--- src/hdl/srcc_pkg.sv ---
// Shared types, constants and helpers for the disc-to-equirectangular remap unit.
package srcc_pkg;

    localparam int MAX_DISC_SIZE = 4096;
    localparam int MAX_SRC_WIDTH = 8192;
    localparam int MAX_SRC_ROWS  = 4096;
    localparam int ANGLE_BITS    = 16;
    localparam int FRAC_BITS     = 16;

    localparam int CORDIC_STAGES = 32;
    localparam int SQRT_STAGES   = 21;
    localparam int POST_STAGES   = 3;
    // front stages: operand/square stage, sum/prep stage; one lat prep stage after sqrt
    localparam int NUM_STAGES    = 2 + SQRT_STAGES + 1 + CORDIC_STAGES + POST_STAGES;
    localparam int LON_DELAY     = SQRT_STAGES + 1;
    localparam int TAG_DELAY     = NUM_STAGES - 2;
    localparam int CW            = 44;

    localparam logic [2:0] CFG_DISC_SIZE    = 3'd0;
    localparam logic [2:0] CFG_LON_OFFSET   = 3'd1;
    localparam logic [2:0] CFG_SRC_WIDTH    = 3'd2;
    localparam logic [2:0] CFG_SRC_HEIGHT   = 3'd3;
    localparam logic [2:0] CFG_SOUTH_HALF   = 3'd4;
    localparam logic [2:0] CFG_MIRROR_SOUTH = 3'd5;

    localparam logic [31:0] TURN_HALF    = 32'h8000_0000;
    localparam logic [31:0] TURN_QUARTER = 32'h4000_0000;
    localparam logic [31:0] TURN_3QTR    = 32'hC000_0000;
    localparam logic [31:0] TURN_EIGHTH  = 32'h2000_0000;
    localparam logic [31:0] ANG_HALF     = 32'(1) << (31 - ANGLE_BITS);
    localparam logic [31:0] ANG_MASK     = ~((32'(1) << (32 - ANGLE_BITS)) - 32'(1));

    localparam logic [31:0] CORDIC_TAB [CORDIC_STAGES] = '{
        32'h20000000, 32'h12E4051E, 32'h09FB385B, 32'h051111D4, 32'h028B0D43, 32'h0145D7E1,
        32'h00A2F61E, 32'h00517C55, 32'h0028BE53, 32'h00145F2F, 32'h000A2F98, 32'h000517CC,
        32'h00028BE6, 32'h000145F3, 32'h0000A2FA, 32'h0000517D, 32'h000028BE, 32'h0000145F,
        32'h00000A30, 32'h00000518, 32'h0000028C, 32'h00000146, 32'h000000A3, 32'h00000051,
        32'h00000029, 32'h00000014, 32'h0000000A, 32'h00000005, 32'h00000003, 32'h00000001,
        32'h00000001, 32'h00000000
    };

    typedef struct packed {
        logic [11:0] pixel_col;
        logic [11:0] pixel_row;
    } t_in;

    typedef struct packed {
        logic        inside_disc;
        logic [11:0] dest_col;
        logic [11:0] dest_row;
        logic [12:0] src_col_left;
        logic [12:0] src_col_right;
        logic [11:0] src_row_top;
        logic [11:0] src_row_bottom;
        logic [15:0] frac_col;
        logic [15:0] frac_row;
    } t_out;

    typedef struct packed {
        logic signed [CW-1:0] x;
        logic signed [CW-1:0] y;
        logic [31:0]          z;
    } t_cordic;

    typedef struct packed {
        logic [41:0] v;
        logic [24:0] rem;
        logic [20:0] root;
    } t_sqrt;

    typedef struct packed {
        logic        in_disc;
        logic [11:0] dest_col;
        logic [11:0] dest_row;
    } t_tag;

    typedef struct packed {
        logic [15:0] lon_offset;
        logic [13:0] width;
        logic [12:0] height;
        logic        south;
    } t_post_cfg;

    typedef struct packed {
        logic [12:0] col_left;
        logic [12:0] col_right;
        logic [11:0] row_top;
        logic [11:0] row_bottom;
        logic [15:0] frac_col;
        logic [15:0] frac_row;
    } t_post;

    function automatic logic [31:0] round_angle(input logic [31:0] v);
        return (v + ANG_HALF) & ANG_MASK;
    endfunction

    function automatic logic [15:0] to_q16(input logic [31:0] f);
        logic [31:0] g;
        if (FRAC_BITS <= 16) g = f << (16 - FRAC_BITS);
        else g = f >> (FRAC_BITS - 16);
        return (g > 32'd65535) ? 16'hFFFF : g[15:0];
    endfunction

endpackage

--- src/hdl/srcc_post.sv ---
// Angle rounding, scaling to source pixels, wrap/clamp and weight extraction (3 stages).
module srcc_post (
    input  logic                i_clk,
    input  logic                i_ce,
    input  logic [31:0]         i_lon,
    input  logic [31:0]         i_phi,
    input  srcc_pkg::t_post_cfg i_cfg,
    output srcc_pkg::t_post     o_post
);
    import srcc_pkg::*;

    logic [31:0] n_u, n_d, lon_r, phi_c, lat;
    logic [31:0] r_u, r_d;
    logic [45:0] r_xm;
    logic [44:0] r_ym;
    logic [45:0] xsh;
    logic [44:0] ysh;
    logic [13:0] x0w, x0, x1p, y0w;
    logic [12:0] y0, y1;
    logic [12:0] hm1;
    logic [29:0] yf;
    t_post       n_post;
    t_post       r_post;

    // stage 1: round both angles, shift longitude by offset and half a turn
    always_comb begin
        lon_r = round_angle(i_lon - {i_cfg.lon_offset, 16'h0000});
        n_u   = lon_r + TURN_HALF;
        phi_c = (i_phi > TURN_EIGHTH) ? TURN_EIGHTH : i_phi;
        lat   = round_angle(TURN_QUARTER - {phi_c[30:0], 1'b0});
        n_d   = i_cfg.south ? (TURN_QUARTER + lat) : (TURN_QUARTER - lat);
    end

    always_ff @(posedge i_clk) begin
        if (i_ce) begin
            r_u  <= n_u;
            r_d  <= n_d;
            r_xm <= 46'(r_u) * 46'(i_cfg.width);
            r_ym <= 45'(r_d) * 45'(i_cfg.height);
            r_post <= n_post;
        end
    end

    // stage 3: split into integer pixel and fraction, wrap columns, clamp rows
    always_comb begin
        xsh = r_xm >> (32 - FRAC_BITS);
        ysh = r_ym >> (31 - FRAC_BITS);
        x0w = 14'(xsh >> FRAC_BITS);
        x0  = (x0w > i_cfg.width - 14'd1) ? (i_cfg.width - 14'd1) : x0w;
        x1p = x0 + 14'd1;
        hm1 = i_cfg.height - 13'd1;
        y0w = 14'(ysh >> FRAC_BITS);
        y0  = (y0w > {1'b0, hm1}) ? hm1 : y0w[12:0];
        y1  = (y0 + 13'd1 > hm1) ? hm1 : (y0 + 13'd1);
        yf  = 30'(ysh) - 30'({y0, 16'h0000} >> (16 - FRAC_BITS));
        n_post.col_left   = x0[12:0];
        n_post.col_right  = (x1p >= i_cfg.width) ? 13'd0 : x1p[12:0];
        n_post.row_top    = y0[11:0];
        n_post.row_bottom = y1[11:0];
        n_post.frac_col   = to_q16(32'(xsh & ((46'(1) << FRAC_BITS) - 46'(1))));
        n_post.frac_row   = to_q16(32'(yf));
    end

    assign o_post = r_post;
endmodule

--- config.mk ---
export PLATFORM = sky130hd
export DESIGN_NAME = srcc_post
export DESIGN_NICKNAME = d
export VERILOG_FILES = /design/src/hdl/srcc_pkg.sv /design/src/hdl/srcc_post.sv
export SDC_FILE = /design/constraint.sdc
export NUM_CORES = 1
export LEC_CHECK = 0
export BUFFER_PORTS_ARGS = -buffer_cell sky130_fd_sc_hd__buf_2
export CORE_ASPECT_RATIO = 0.6
export CORE_UTILIZATION = 40
export CTS_CLUSTER_SIZE = 40
export DETAILED_ROUTE_END_ITERATION = 8
export GPL_TIMING_DRIVEN = 0
export SLEW_MARGIN = 40
export SYNTH_ARGS = -nofsm -noshare
export SYNTH_HDL_FRONTEND = slang
export SYNTH_SLANG_ARGS = --single-unit
--- constraint.sdc ---
create_clock -name i_clk -period 7.66 [get_ports i_clk]
set_input_delay 0 -clock i_clk [delete_from_list [all_inputs] [get_ports i_clk]]
set_output_delay 0 -clock i_clk [all_outputs]
set_load 0.005 [all_outputs]
==> run metrics <==
PortBufs=177; area of the die=0.0633 mm^2; achievable frequency=134 MHz; Routed WL per cell=19.5 um; clock buffer depth=2; Critical-path top delay cell=edfxtp_1; H-tree depth=4; final hold slack=0.0325 ns; synthesized net count=3344; min Tclk post-route=7.48 ns; share of layout cells above drive strength 1=0.108; CP Max Fanout=10; Avg Synthesized Cell Area=9.42 um^2; GRT Overall Usage=0.237; Final Worst Setup Slack=0.182 ns; Post-Syn Area=0.0249 mm^2; CTS tree=built; DRT Pass-1 Iters=6; Yosys warnings=0; Final ANT Viol Nets=0; Setup WS pre-CTS=-1.29 ns; crit path launch type=flop; CP startpoint=r_u[20]; CP Class=flop to flop; period utilization=0.976; DIE HEIGHT=195 um; initial antenna violation count=0; Post-Synthesis Cells=2643; final setup violation count=0; largest net degree at the start of global routing=69; clk_skew=0.0206 ns; DRC viols=0; I/O Pins=192; Worst Tran Pin Value=0.957 ns; Area Overhead vs Synth=11.6%; worst min-delay path class=primary input to flop; dpl hpwl=59800 um; total gr overflow=0; critical path's top delay family=adder cells; max_cap viols=0; hold path startpoint=i_phi[27]; async set or reset register ratio after synthesis=0; # rows=70; vias in the first global route=19733; Worst setup EP type=flop; WP data arrival=7.71 ns; DRT iter0 DRCs=1556; TritonCTS buffer count=17; Post-synth EDFFs=173; Via Count=19415; final wirelength=72300 um; worst stage delay on the critical path=0.58 ns; nets=3565; outcome=finished clean; ant diodes=0; Buf/Inv on CP=6; final hold vios=0; clk sinks=173; Routability Congestion=0.952; worst r2r src=r_u[20]; Synth Register Bits=173; post-synthesis sequential area ratio=0.209; worst endpoint required time=7.89 ns; vias per cell=5.24; core area=0.0612 mm^2; Clock Latency Late Sink=0.48 ns; Starting Density=0.407; Final Slew Violations=0; first-pass GRT wire length=114000 um; Clock transition at path regs=0.08 ns; Slew HR=0.362; Root Driver=clkbuf_16; Most used DFF post-synth=edfxtp_1; synth unique cells=86; Die Width=324 um
==> worst register-to-register path, stage by stage, from the launching register on <==
cell and delay, ns:
edfxtp_1 0.58, clkbuf_4 0.34, nand2_1 0.11, fa_1 0.56, inv_1 0.05, fa_1 0.53
inv_1 0.06, fa_1 0.49, inv_1 0.04, ha_1 0.26, inv_1 0.05, fa_1 0.52
inv_1 0.05, fa_1 0.48, ha_1 0.33, o21a_1 0.12, nor2_1 0.08, o311ai_0 0.59
a21oi_1 0.22, o21ai_0 0.37, a21o_1 0.31, a21o_1 0.18, o21bai_1 0.13, o21ai_0 0.30
o31a_1 0.21, mux2i_1 0.19, nand2_1 0.08
==> cell usage after synthesis, types with 19 or more instances <==
cell type  instances  area (um^2)
a21o_1            24          180
a21oi_1           90          450
and2_1           169         1060
clkbuf_1          86          323
edfxtp_1         173         5190
fa_1             319         6390
ha_1             272         3400
inv_1            426         1600
nand2_1          355         1330
nand3_1           36          180
nand4_1           21          131
nor2_1            92          345
nor2b_1           27          169
nor3_1            36          180
o21a_1            27          203
o21ai_0           69          345
or3_1             19          119
xnor2_1           96          841
xor2_1            35          307
==> repair_timing <==
item,4_1_cts,5_1_grt
setup buffers,0,20
gates cloned,0,0
hold buffers,9,0
endpoints found under the setup margin,30,45
resized for setup,11,45
pin swaps,0,3
endpoints found under the hold margin,60,0
==> kinds of logic after synthesis <==
| logic type | Yosys count | synth area share |
|---|---|---|
| AND/OR/NAND/NOR | 855 | 0.169 |
| buffers and inverters | 538 | 0.0824 |
| adder cells (fa/ha/maj) | 594 | 0.394 |
| XOR/XNOR | 134 | 0.0486 |
| AO/OA/AOI/OAI | 328 | 0.0883 |
| multiplexers | 21 | 0.00864 |
| flip-flops | 173 | 0.209 |
==> final cells by class <==
type                       instances  area (um^2)
buffer                           105          477
clock buffer                      17          425
clock inverter                    15          163
fill                            5900        33400
inverter                         427         1600
multi-input combinational       1932        17700
sequential                       173         5190
tap                              828         1040
timing repair buffer             208         1190
==> sequential cells by signal (all words and copies together) (netlist names) <==
register  flops
o_post       82
r_ym         29
r_xm         30
r_d          16
r_u          16
==> metrics by stage <==
step	area [um^2]	instances	setup TNS, ns	utilization
2_1_floorplan	24900	2643	0	-
3_3_place_gp	26800	3648	-29.61	0.438
3_5_place_dp	26900	3650	-34.54	0.440
4_1_cts	27600	3690	0	0.451
5_1_grt	27800	3705	-0.117	0.454
6_report	27800	3705	0	0.454
==> per-layer routing <==
layer	share of wire	vias to the layer above	wire [um]	track usage
li1	-	9069	-	-
met1	0.52	9531	37900	0.390
met2	0.36	765	26300	0.300
met3	0.10	50	7470	0.0662
met4	0.0082	0	594	0.0362
met5	0	-	0	0
==> worst paths after layout <==
path | end | slack (ns) | cells past startpoint
hold reg to reg | o_post[30] | 0.42 | 0
setup reg to reg | r_xm[44] | 0.18 | 26
hold / removal | r_d[28] | 0.03 | 4
setup / recovery | r_xm[44] | 0.18 | 26
==> cells in the final DEF (no fill, tap or decap), drive strengths merged, types with 11 or more instances in the layout <==
| master | instances |
|---|---|
| a21o | 24 |
| a21oi | 98 |
| a31oi | 11 |
| and2 | 169 |
| and3 | 14 |
| buf | 224 |
| clkbuf | 97 |
| edfxtp | 173 |
| fa | 319 |
| ha | 272 |
| inv | 438 |
| mux2i | 17 |
| nand2 | 356 |
| nand2b | 13 |
| nand3 | 36 |
| nand4 | 21 |
| nor2 | 94 |
| nor2b | 27 |
| nor3 | 36 |
| nor4 | 20 |
| o211ai | 11 |
| o21a | 27 |
| o21ai | 71 |
| o31ai | 12 |
| or2 | 26 |
| or3 | 19 |
| xnor2 | 97 |
| xor2 | 35 |
Power is left out: the tool's default activity adds up to more than one toggle a clock period on the data nets, which glitch-free logic cannot reach.
