<file path="config.mk">
export PLATFORM = sky130hd
export DESIGN_NAME = srcc_sqrt_stage
export DESIGN_NICKNAME = d
export VERILOG_FILES = /design/src/hdl/srcc_pkg.sv /design/src/hdl/srcc_sqrt_stage.sv
export SDC_FILE = /design/constraint.sdc
export NUM_CORES = 1
export LEC_CHECK = 0
export BUFFER_PORTS_ARGS = -buffer_cell sky130_fd_sc_hd__buf_2
export CAP_MARGIN = 20
export CORE_MARGIN = 1
export CORE_UTILIZATION = 30
export CTS_BUF_LIST = sky130_fd_sc_hd__clkbuf_4 sky130_fd_sc_hd__clkbuf_8
export CTS_CLUSTER_SIZE = 8
export DETAILED_ROUTE_END_ITERATION = 10
export GPL_ROUTABILITY_DRIVEN = 0
export SLEW_MARGIN = 5
export SYNTH_ARGS = -nofsm -noshare
export SYNTH_HDL_FRONTEND = slang
export SYNTH_SLANG_ARGS = --single-unit
</file>
<file path="constraint.sdc">
create_clock -name i_clk -period 6.2 [get_ports i_clk]
set_clock_uncertainty 0.05 [all_clocks]
set_input_delay 0.93 -clock i_clk [delete_from_list [all_inputs] [get_ports i_clk]]
set_output_delay 0.93 -clock i_clk [all_outputs]
set_load 0.05 [all_outputs]
</file>
<file path="src/hdl/srcc_pkg.sv">
// Shared types, constants and helpers for the disc-to-equirectangular remap unit.
package srcc_pkg;

    localparam int MAX_DISC_SIZE = 4096;
    localparam int MAX_SRC_WIDTH = 8192;
    localparam int MAX_SRC_ROWS  = 4096;
    localparam int ANGLE_BITS    = 16;
    localparam int FRAC_BITS     = 16;

    localparam int CORDIC_STAGES = 32;
    localparam int SQRT_STAGES   = 21;
    localparam int POST_STAGES   = 3;
    // front stages: operand/square stage, sum/prep stage; one lat prep stage after sqrt
    localparam int NUM_STAGES    = 2 + SQRT_STAGES + 1 + CORDIC_STAGES + POST_STAGES;
    localparam int LON_DELAY     = SQRT_STAGES + 1;
    localparam int TAG_DELAY     = NUM_STAGES - 2;
    localparam int CW            = 44;

    localparam logic [2:0] CFG_DISC_SIZE    = 3'd0;
    localparam logic [2:0] CFG_LON_OFFSET   = 3'd1;
    localparam logic [2:0] CFG_SRC_WIDTH    = 3'd2;
    localparam logic [2:0] CFG_SRC_HEIGHT   = 3'd3;
    localparam logic [2:0] CFG_SOUTH_HALF   = 3'd4;
    localparam logic [2:0] CFG_MIRROR_SOUTH = 3'd5;

    localparam logic [31:0] TURN_HALF    = 32'h8000_0000;
    localparam logic [31:0] TURN_QUARTER = 32'h4000_0000;
    localparam logic [31:0] TURN_3QTR    = 32'hC000_0000;
    localparam logic [31:0] TURN_EIGHTH  = 32'h2000_0000;
    localparam logic [31:0] ANG_HALF     = 32'(1) << (31 - ANGLE_BITS);
    localparam logic [31:0] ANG_MASK     = ~((32'(1) << (32 - ANGLE_BITS)) - 32'(1));

    localparam logic [31:0] CORDIC_TAB [CORDIC_STAGES] = '{
        32'h20000000, 32'h12E4051E, 32'h09FB385B, 32'h051111D4, 32'h028B0D43, 32'h0145D7E1,
        32'h00A2F61E, 32'h00517C55, 32'h0028BE53, 32'h00145F2F, 32'h000A2F98, 32'h000517CC,
        32'h00028BE6, 32'h000145F3, 32'h0000A2FA, 32'h0000517D, 32'h000028BE, 32'h0000145F,
        32'h00000A30, 32'h00000518, 32'h0000028C, 32'h00000146, 32'h000000A3, 32'h00000051,
        32'h00000029, 32'h00000014, 32'h0000000A, 32'h00000005, 32'h00000003, 32'h00000001,
        32'h00000001, 32'h00000000
    };

    typedef struct packed {
        logic [11:0] pixel_col;
        logic [11:0] pixel_row;
    } t_in;

    typedef struct packed {
        logic        inside_disc;
        logic [11:0] dest_col;
        logic [11:0] dest_row;
        logic [12:0] src_col_left;
        logic [12:0] src_col_right;
        logic [11:0] src_row_top;
        logic [11:0] src_row_bottom;
        logic [15:0] frac_col;
        logic [15:0] frac_row;
    } t_out;

    typedef struct packed {
        logic signed [CW-1:0] x;
        logic signed [CW-1:0] y;
        logic [31:0]          z;
    } t_cordic;

    typedef struct packed {
        logic [41:0] v;
        logic [24:0] rem;
        logic [20:0] root;
    } t_sqrt;

    typedef struct packed {
        logic        in_disc;
        logic [11:0] dest_col;
        logic [11:0] dest_row;
    } t_tag;

    typedef struct packed {
        logic [15:0] lon_offset;
        logic [13:0] width;
        logic [12:0] height;
        logic        south;
    } t_post_cfg;

    typedef struct packed {
        logic [12:0] col_left;
        logic [12:0] col_right;
        logic [11:0] row_top;
        logic [11:0] row_bottom;
        logic [15:0] frac_col;
        logic [15:0] frac_row;
    } t_post;

    function automatic logic [31:0] round_angle(input logic [31:0] v);
        return (v + ANG_HALF) & ANG_MASK;
    endfunction

    function automatic logic [15:0] to_q16(input logic [31:0] f);
        logic [31:0] g;
        if (FRAC_BITS <= 16) g = f << (16 - FRAC_BITS);
        else g = f >> (FRAC_BITS - 16);
        return (g > 32'd65535) ? 16'hFFFF : g[15:0];
    endfunction

endpackage

</file>
<file path="src/hdl/srcc_sqrt_stage.sv">
// One registered digit of a restoring integer square root, two radicand bits a step.
module srcc_sqrt_stage (
    input  logic            i_clk,
    input  logic            i_ce,
    input  srcc_pkg::t_sqrt i_st,
    output srcc_pkg::t_sqrt o_st
);
    import srcc_pkg::*;

    t_sqrt       r_st;
    t_sqrt       n_st;
    logic [24:0] rem2;
    logic [24:0] trial;

    always_comb begin
        rem2   = {i_st.rem[22:0], i_st.v[41:40]};
        trial  = {2'b00, i_st.root, 2'b01};
        n_st.v = {i_st.v[39:0], 2'b00};
        if (rem2 >= trial) begin
            n_st.rem  = rem2 - trial;
            n_st.root = {i_st.root[19:0], 1'b1};
        end else begin
            n_st.rem  = rem2;
            n_st.root = {i_st.root[19:0], 1'b0};
        end
    end

    always_ff @(posedge i_clk) begin
        if (i_ce) r_st <= n_st;
    end

    assign o_st = r_st;
endmodule

</file>
==> key figures, run 1 <==
Status
  • Outcome: finished, final reports clean

Yosys
  • Top_reg_cell synth: edfxtp_1
  • Post-synthesis sequential area ratio: 60.5%
  • Area leader, netlist: edfxtp_1
  • Post-synth EDFFs: 86
  • Top cells by area, synth: edfxtp_1 61%, ha_1 6.7%, nand2_1 3.3%, o21ai_0 2.8%, inv_1 2.7%
  • Syn avg cell area: ~12 µm²
  • FF+latch count, synth: 86
  • Count leader, synth: edfxtp_1
  • Area of the mapped netlist: 4270 µm²
  • Yosys Warn Count: 0
  • Mapped Cells: 353
  • Ys async rst share: 0%
  • Most instantiated cells after synthesis: 86 x edfxtp_1, 38 x nand2_1, 31 x inv_1
  • Post-synth cell types: 48
  • Post-synth top area share: 60.5%

Worst setup path
  • Crit path cell chain: buf_2 -> inv_1 -> ha_1 -> a21oi_1 -> o21ai_0 -> a211oi_1 -> o31a_1 -> and2_4 -> inv_1 -> nor2_1 -> a21oi_1
  • Crit path max-delay family: compound AO/OA/AOI/OAI gates
  • Startpoint Class: input port
  • Slowest library cell on the worst path: and2_4
  • Crit-path max cell delay: ~0.45 ns
  • Crit Path Class: input port to flip-flop
  • CP endpoint kind: flip-flop
  • CP max FO: 45
  • CP bufs+invs: 3
  • WP data arrival: approximately 3.2 ns
  • Required @ worst endpoint: 6.28 ns

Drt
  • Drt first pass iters: 4
  • Via count: 3,279
  • Routed WL per cell: between 10 and 15 µm
  • Vias/cell: 4.61
  • # DRC: 0
  • Post-DRT Antenna Nets: 0
  • Initial DRC count: 130
  • Routed WL: 10,400 µm

Die
  • Row count: 43
  • Die span in x: 121 µm
  • Die height: about 120 µm
  • Initial Util: 30.7%
  • CORE AREA: 13,900 µm²
  • Die area: 14,700 µm²
  • IO Count: between 150 and 200

Clock network
  • H-tree levels: 3
  • Clk root buf: clkbuf_8
  • Worst-path clk slew: 0.10 ns
  • TritonCTS clock tree: done
  • Clock Tree Buf Depth: 2
  • Clock Sinks: 86
  • Hold buffer count at cts: 0
  • CTS Buf Count: 9
  • Post-cts resize count: 0
  • Post-CTS Setup Repair Bufs: 0

Job
  • Max Cap Viol: 0

Cells and area
  • Fin nets: 639
  • Max reg flops: 86
  • N_diodes: 0
  • Layout cells sized above 1: between 30% and 40%
  • Post-layout util: 40.0%
  • Layout area overhead: 30.2%

GRT
  • Gr ovfl total: 0
  • First-pass GRT wire length: 15,700 µm
  • Largest net degree at the start of global routing: a little under 90
  • Initial antenna violation count: 0
  • GRT Total Usage: 14.2%
  • Number of global-route vias before repair: 3,237

Timing
  • Final Critical Period: 3.16 ns
  • Final hold vios: 0
  • Final TNS setup: 0 ns
  • RSZ-0062 raised after global routing: no
  • Slew HR: between 60 and 70%
  • # setup viols final: 0
  • Fin crit share: approximately 50%
  • Worst Max-Slew Pin Slew: around 0.6 ns
  • Peak Freq: around 0.32 GHz
  • Final slew viol count: 0

Pwr
  • Peak ir drop on the vdd network: 85.6 µV
  • Tot Pwr: 1700 µW
  • Pwr Density: 305 nW/µm²
  • P_leak: approximately 0.0024 µW

Hold path
  • Worst Hold End: o_st[61]
  • Startpoint of the worst hold path: i_st[59]
  • Hold Crit Depth: 1
  • Worst hold path type: input port to flip-flop

Place
  • DPL Wire Length: 7920 µm
  • I/O Buffers: about 170
-- per-stage QoR --
stage / cells / instance area (µm²) / hold WS [ns] / setup slack [ns]
global route: 711 / 5560 / 0.652 / 2.87
global placement: 694 / 5280 / 1.06 / 2.65
finish: 711 / 5560 / 0.684 / 3.04
detailed placement: 694 / 5280 / 1.06 / 2.63
floorplan: 354 / 4270 / 0.979 / 3.16
CTS: 710 / 5530 / 0.649 / 3.05
-- report_power, final --
group	total (µW)	switching (µW)	internal, µW	leakage [µW]
combinational	484	357	127	0.00139
clock	488	211	276	0.000126
sequential	724	13.1	711	0.000842
-- placed cells by master, fill, tap and decap left out, types with 2 or more instances in the layout --
cell,netlist,final
a211o_1,2,2
a211oi_1,4,4
a21oi_1,21,21
a31o_2,2,2
a31oi_1,4,4
and2_1,4,4
buf_2,8,172
bufinv_16,0,3
clkbuf_8,0,9
clkinv_4,0,2
conb_1,1,2
edfxtp_1,86,86
ha_1,23,23
inv_1,31,31
nand2_1,38,38
nand2b_1,5,5
nand3_1,5,5
nand4_1,7,7
nor2_1,12,12
nor2b_1,2,2
nor3_1,8,8
o211ai_1,5,5
o21a_1,2,2
o21ai_0,24,24
o21ai_1,11,11
o31ai_1,2,2
xnor2_1,12,12
xor2_1,8,8
-- final cells by class --
type | instances | area [µm²]
Multi-Input combinational cell | 223 | 1480
Tap cell | 180 | 225
Sequential cell | 86 | 2580
Timing Repair Buffer | 174 | 896
Fill cell | 1375 | 8320
Clock buffer | 10 | 131
Inverter | 32 | 120
Clock inverter | 6 | 119
-- cells by family after synthesis --
family	Yosys count	share of synthesized area, %
adder cells (fa/ha/maj)	23	6.74
buffers and inverters	45	4.81
AO/OA/AOI/OAI	88	13.1
other	1	0.0879
AND/OR/NAND/NOR	90	10.6
flip-flops	86	60.5
XOR/XNOR	20	4.10
-- layer usage --
metal	global-route usage, %	wire length [µm]	up-vias
met4	7.10	204	0
met1	16.9	4430	1489
met5	0	0	-
li1	-	-	1639
met3	4.37	887	13
met2	23.2	4890	138
-- how the worst max path moves through the flow --
| stage | from | endpoint | slack (ns) | depth (start not counted) |
|---|---|---|---|---|
| after floorplan | i_st[16] | o_st[44] | 3.16 | 11 |
| after CTS | i_st[16] | o_st[22] | 3.05 | 11 |
| after detailed placement | i_st[16] | o_st[22] | 2.63 | 11 |
| after global placement | i_st[16] | o_st[22] | 2.65 | 11 |
| final | i_st[16] | o_st[22] | 3.04 | 11 |
| after global routing | i_st[0] | o_st[43] | 2.87 | 10 |
Note: power is estimated with default switching activity, not from simulation.
==> inputs of run 2 (changes only) <==
clock period = 2.85 ns   (was 6.2 ns; I/O delays follow)
==> key figures, run 2 (synthesized netlist as in run 1, its figures left out) <==
Pwr
  • Int Pwr: 2260 µW (was 1110 µW)
  • Switching Power: 1280 µW (was 582 µW)
  • P_leak: 0.00243 µW (was 0.00236 µW)
  • Sw frac: 36.2% (was 34.3%)
  • Clock share of power: 24.7% (was 28.8%)
  • Peak ir drop on the vdd network: 209 µV (was 85.6 µV)
  • Comb power frac: 30.8% (was 28.5%)
  • Pwr Density: 626 nW/µm² (was 305 nW/µm²)
  • Reg power frac: 44.4% (was 42.7%)

Die
  • Initial Util: 30.7% (unchanged)
  • IO Count: 178 (unchanged)
  • Die area: 14,700 µm² (unchanged)
  • Row count: 43 (unchanged)
  • Die span in x: 121 µm (unchanged)
  • CORE AREA: 13,900 µm² (unchanged)
  • Die height: 121 µm (unchanged)

Worst setup path
  • CP max FO: 25 (was 45)
  • Crit Path Class: input port to flip-flop (unchanged)
  • Startpoint Class: input port (unchanged)
  • WP data arrival: 2.52 ns (was 3.24 ns)
  • CP endpoint kind: flip-flop (unchanged)
  • Required @ worst endpoint: 2.92 ns (was 6.28 ns)
  • Crit path from: i_st[18] (was i_st[16])

Cells and area
  • Fin nets: 660 (was 639)
  • FF+latch area: 2580 µm² (unchanged)
  • Multi-input logic area: 1480 µm² (unchanged)
  • Fin area: 5670 µm² (was 5560 µm²)
  • Number of fill cells: 1,375 (unchanged)
  • Layout cells sized above 1: 40.3% (was 38.0%)
  • Commonest non-fill, non-tap cell in the layout: buf_2 (unchanged)
  • Max reg flops: 86 (unchanged)
  • Post-layout util: 40.8% (was 40.0%)
  • N_diodes: 0 (unchanged)
  • Layout area overhead: 32.7% (was 30.2%)
  • Commonest cells after routing, fill and taps aside: 172 x buf_2, 86 x edfxtp_1, 38 x nand2_1 (unchanged)

Hold path
  • Startpoint of the worst hold path: i_st[65] (was i_st[59])
  • Worst hold path type: input port to flip-flop (unchanged)

Timing
  • Fin crit share: 85.9%
  • Slew HR: 61.1% (was 60.8%)
  • Final hold vios: 0 (unchanged)
  • Worst Max-Slew Pin Slew: 0.583 ns (was 0.586 ns)
  • Final slew viol count: 0 (unchanged)
  • RSZ-0062 raised after global routing: no (unchanged)
  • Peak Freq: a little over 0.4 GHz
  • Final Critical Period: 2.45 ns
  • Final TNS setup: 0 ns (unchanged)
  • # setup viols final: 0 (unchanged)

Clock network
  • H-tree levels: 3 (unchanged)
  • Clk root buf: clkbuf_8 (unchanged)
  • Worst-path clk slew: 0.09 ns (was 0.10 ns)
  • Post-CTS Setup Repair Bufs: 0 (unchanged)
  • TritonCTS clock tree: done (unchanged)
  • Hold buffer count at cts: 0 (unchanged)
  • CTS Buf Count: 9 (unchanged)
  • Post-cts resize count: 0 (unchanged)
  • Clock Sinks: 86 (unchanged)
  • Clock Tree Buf Depth: 2 (unchanged)

Drt
  • Via count: 3,390 (was 3,279)
  • Initial DRC count: 146 (was 130)
  • Post-DRT Antenna Nets: 0 (unchanged)
  • # DRC: 0 (unchanged)
  • Vias/cell: 4.64 (was 4.61)
  • Routed WL: 10,700 µm (was 10,400 µm)
  • Routed WL per cell: 14.6 µm (about the same)
  • Drt first pass iters: 5 (was 4)

GRT
  • Number of global-route vias before repair: 3,381 (was 3,237)
  • Largest net degree at the start of global routing: 48 (was 87)
  • Gr ovfl total: 0 (unchanged)
  • Initial antenna violation count: 0 (unchanged)
  • First-pass GRT wire length: 16,400 µm (was 15,700 µm)
  • GRT Total Usage: 14.8% (was 14.2%)

Job
  • Max Cap Viol: 0 (unchanged)

Place
  • DPL Wire Length: 8370 µm (was 7920 µm)
  • Post-DP Area: 5470 µm² (was 5280 µm²)
  • I/O Buffers: 173 (unchanged)

Status
  • Outcome: finished, final reports clean (unchanged)
-- run 2: layout make-up --
cell class | instances | share of cell area (%)
sequential | 86 | 45.6
multi-input combinational | 223 | 26.2
timing repair buffer | 195 | 18.7
tap | 180 | 3.98
clock buffer | 9 | 2.19
inverter | 32 | 2.12
clock inverter | 6 | 1.26
-- run 2: path summary, 6_finish.rpt --
| path | to | slack [ns] | cells past startpoint |
|---|---|---|---|
| worst max-delay path | o_st[41] | 0.40 | 10 |
| worst min-delay path | o_st[67] | 0.17 | 1 |
-- run 2: metal layers --
layer,GRT usage [%],vias up,wire length [µm]
met4,4.71,0,105
met2,25.1,134,5080
met1,17.4,1564,4490
met5,0,-,0
li1,-,1683,-
met3,5.36,9,1000
-- run 2: power by group through the flow --
stage          registers, µW  clock network, µW  logic (µW)
6_report                1580                877        1090
4_1_cts                 1580                921        1100
3_5_place_dp            1610                  0        1100
3_3_place_gp            1600                  0        1090
5_1_grt                 1590                958        1170
2_1_floorplan           2070                  0         316
-- run 2: stage by stage --
stage                     cells  setup slack (ns)  hold WS [ns]  power (µW)
after detailed placement    716            0.0105         0.556        2700
after global routing        731             0.233         0.143        3720
after floorplan             354             0.311         0.476        2380
after global placement      716            0.0425         0.554        2690
final                       731             0.402         0.168        3550
after CTS                   731             0.430         0.146        3600
-- run 2: worst max-delay path, cell delays in order --
cell and delay, ns:
buf_2 0.09, inv_1 0.04, ha_1 0.31, a211oi_1 0.33, o21bai_1 0.15, a211oi_1 0.33, o31a_1 0.20, and2_4 0.34
buf_4 0.20, o21ai_0 0.09
==> inputs of run 3 (changes only) <==
ABC_AREA = 1   (was not set)
==> key figures, run 3 <==
Yosys
  • Post-synth cell types: 27 (was 48)
  • Post-synthesis sequential area ratio: 52.1% (was 60.5%)
  • Mapped Cells: 576 (was 353)
  • FF+latch count, synth: 86 (unchanged)
  • Count leader, synth: nand2_1 (was edfxtp_1)
  • Top cells by area, synth: edfxtp_1 52%, nand2_1 16%, inv_1 8.2%, ha_1 5.8%, nand3_1 5.0% (was edfxtp_1 61%, ha_1 6.7%, nand2_1 3.3%, o21ai_0 2.8%, inv_1 2.7%)
  • Post-synth top area share: 52.1% (was 60.5%)
  • Syn avg cell area: 8.60 µm² (was 12.1 µm²)
  • Top_reg_cell synth: edfxtp_1 (unchanged)
  • Most instantiated cells after synthesis: 206 x nand2_1, 108 x inv_1, 86 x edfxtp_1 (was 86 x edfxtp_1, 38 x nand2_1, 31 x inv_1)
  • Compound-Gate Fraction of Synth Area: 1.41% (was 13.1%)
  • Yosys Warn Count: 0 (unchanged)
  • Adder-Cell Fraction of Synth Area: 5.81% (was 6.74%)
  • Multiplexer area fraction after synthesis: 0% (unchanged)
  • Post-synthesis xor/xnor area fraction: 1.59% (was 4.10%)
  • Area of the mapped netlist: 4960 µm² (was 4270 µm²)
  • Post-synth EDFFs: 86 (unchanged)
  • Ys async rst share: 0% (unchanged)
  • Area leader, netlist: edfxtp_1 (unchanged)
  • Largest family of logic cells by synthesized area: simple AND/OR/NAND/NOR gates (was compound AO/OA/AOI/OAI gates)
  • Synth Area in Simple Gates: 29.0% (was 10.6%)

Timing
  • Peak Freq: 0.400 GHz (was 0.408 GHz)
  • Slew HR: 52.9% (was 61.1%)
  • # setup viols final: 0 (unchanged)
  • Worst Max-Slew Pin Slew: 0.704 ns (was 0.583 ns)
  • Worst setup margin: 0.350 ns (was 0.402 ns)
  • Final hold vios: 0 (unchanged)
  • Final slew viol count: 0 (unchanged)
  • RSZ-0062 raised after global routing: no (unchanged)
  • Final Critical Period: 2.50 ns (was 2.45 ns)
  • Fin crit share: 87.7% (was 85.9%)

Worst setup path
  • Crit path from: i_st[13] (was i_st[18])
  • Worst path most repeated cell: nand2_1 (was a211oi_1)
  • Slowest library cell on the worst path: nor2_4 (was and2_4)
  • Required @ worst endpoint: 2.91 ns (was 2.92 ns)
  • WP data arrival: 2.56 ns (was 2.52 ns)
  • CP max FO: 27 (was 25)
  • Crit Path Class: input port to flip-flop (unchanged)
  • Crit-path max cell delay: 0.55 ns (was 0.34 ns)
  • Crit path cell chain: buf_2 -> inv_1 -> ha_1 -> nand2_1 -> inv_1 -> nand2_1 -> nor2_1 -> nand3_1 -> nand2_1 -> nor2_4 -> nand2_8 -> nand3_1 -> nand2_1 (was buf_2 -> inv_1 -> ha_1 -> a211oi_1 -> o21bai_1 -> a211oi_1 -> o31a_1 -> and2_4 -> buf_4 -> o21ai_0)
  • Startpoint Class: input port (unchanged)
  • CP endpoint kind: flip-flop (unchanged)

Clock network
  • Worst-path clk slew: 0.10 ns (was 0.09 ns)
  • Post-cts resize count: 0 (unchanged)
  • H-tree levels: 3 (unchanged)
  • CTS Buf Count: 9 (unchanged)
  • Clk root buf: clkbuf_8 (unchanged)
  • Hold buffer count at cts: 0 (unchanged)
  • TritonCTS clock tree: done (unchanged)
  • Clock Tree Buf Depth: 2 (unchanged)
  • Clock Sinks: 86 (unchanged)
  • Post-CTS Setup Repair Bufs: 0 (unchanged)

Cells and area
  • Layout area overhead: 27.0% (was 32.7%)
  • Post-layout util: 39.3% (was 40.8%)
  • Max reg flops: 86 (unchanged)
  • Commonest non-fill, non-tap cell in the layout: nand2_1 (was buf_2)
  • Commonest cells after routing, fill and taps aside: 206 x nand2_1, 172 x buf_2, 108 x inv_1 (was 172 x buf_2, 86 x edfxtp_1, 38 x nand2_1)
  • Layout cells sized above 1: 29.6% (was 40.3%)
  • Fin nets: 876 (was 660)
  • Fin area: 6290 µm² (was 5670 µm²)
  • Number of fill cells: 1,703 (was 1,375)

Pwr
  • P_leak: 0.00323 µW (was 0.00243 µW)
  • Int Pwr: 2170 µW (was 2260 µW)
  • Tot Pwr: 3530 µW (was 3550 µW)
  • Clock share of power: 23.7% (was 24.7%)
  • Comb power frac: 31.9% (was 30.8%)
  • Switching Power: 1360 µW (was 1280 µW)
  • Peak ir drop on the vdd network: 213 µV (was 209 µV)
  • Pwr Density: 560 nW/µm² (was 626 nW/µm²)
  • Reg power frac: 44.4% (about the same)
  • Sw frac: 38.5% (was 36.2%)

Drt
  • Routed WL: 12,500 µm (was 10,700 µm)
  • Routed WL per cell: 12.7 µm (was 14.6 µm)
  • Post-DRT Antenna Nets: 0 (unchanged)
  • Via count: 4,180 (was 3,390)
  • # DRC: 0 (unchanged)
  • Drt first pass iters: 4 (was 5)
  • Vias/cell: 4.24 (was 4.64)
  • Initial DRC count: 230 (was 146)

Hold path
  • Startpoint of the worst hold path: i_st[83] (was i_st[65])
  • Hold Crit Depth: 1 (unchanged)
  • Worst hold path type: input port to flip-flop (unchanged)

GRT
  • Initial antenna violation count: 3 (was 0)
  • Number of global-route vias before repair: 3,951 (was 3,381)
  • Gr ovfl total: 0 (unchanged)
  • GRT Total Usage: 15.0% (was 14.8%)
  • Largest net degree at the start of global routing: 40 (was 48)
  • First-pass GRT wire length: 19,300 µm (was 16,400 µm)

Job
  • Max Cap Viol: 0 (unchanged)

Place
  • I/O Buffers: 173 (unchanged)
  • Placement Setup Slack: -0.0623 ns (was 0.0105 ns)
  • Post-DP Area: 6110 µm² (was 5470 µm²)
  • DPL Wire Length: 10000 µm (was 8370 µm)

Die
  • Die height: 131 µm (was 121 µm)
  • Die span in x: 131 µm (was 121 µm)
  • Die area: 17,000 µm² (was 14,700 µm²)
  • Initial Util: 31.0% (was 30.7%)
  • Row count: 46 (was 43)
  • CORE AREA: 16,000 µm² (was 13,900 µm²)
  • IO Count: 178 (unchanged)

Status
  • Outcome: finished, final reports clean (unchanged)
-- run 3: cell count changes in the layout (fill, tap and decap cells not counted), moves of 6 or more --
cell,before,now
nand2_1,38,206
inv_1,31,108
nand3_1,5,50
o21ai_0,24,2
nor2_1,12,27
xnor2_1,12,0
o21ai_1,11,0
buf_4,21,11
a21oi_1,21,12
inv_2,1,7
nand3_2,1,7
nor3_1,8,2
-- run 3: per-layer routing --
layer	track usage (%)	vias up	share of wire [%]	wire (µm)
met5	0	-	0.22	27
met4	5.34	4	1.8	226
met3	4.40	20	8.5	1060
met2	26.2	137	47	5900
met1	17.3	1815	42	5280
li1	-	2204	-	-
-- run 3: cell families after synthesis --
| family | Yosys count |
|---|---|
| simple gates | 320 |
| buf+inv | 123 |
| flops | 86 |
| fa+ha+maj | 23 |
| compound gates | 14 |
| xor+xnor | 9 |
| other cells | 1 |
-- run 3: path summary, 6_finish.rpt --
check             slack, ns       end
setup / recovery       0.35  o_st[32]
hold / removal         0.18  o_st[85]
-- run 3: final cells by class --
class,count,area [µm²],share of cell area [%]
Multi-Input combinational cell,368,1880,29.9
Sequential cell,86,2580,41.0
Inverter,115,432,6.86
Clock inverter,7,61.3,0.974
Antenna cell,1,2.50,0.0398
Clock buffer,9,124,1.97
Tap cell,216,270,4.29
Timing Repair Buffer,183,943,15.0
-- run 3: power groups by stage --
stage | logic, µW | clock network (µW) | registers, µW
finish | 1130 | 835 | 1570
global route | 1230 | 917 | 1580
CTS | 1140 | 871 | 1570
detailed placement | 1130 | 0 | 1600
global placement | 1130 | 0 | 1590
floorplan | 377 | 0 | 2050
-- run 3: stage by stage --
step           setup TNS, ns  instances  hold WS (ns)
6_report                   0        985         0.181
5_1_grt                    0        985         0.153
4_1_cts                    0        984         0.159
3_5_place_dp          -0.885        968         0.556
3_3_place_gp           -1.01        968         0.554
2_1_floorplan              0        577         0.476
-- run 3: worst max-delay path: cells and delay by family --
kind	cells	cell delay, ns
AND/OR/NAND/NOR	9	1.54
adder cells (fa/ha/maj)	1	0.35
buffers and inverters	3	0.21
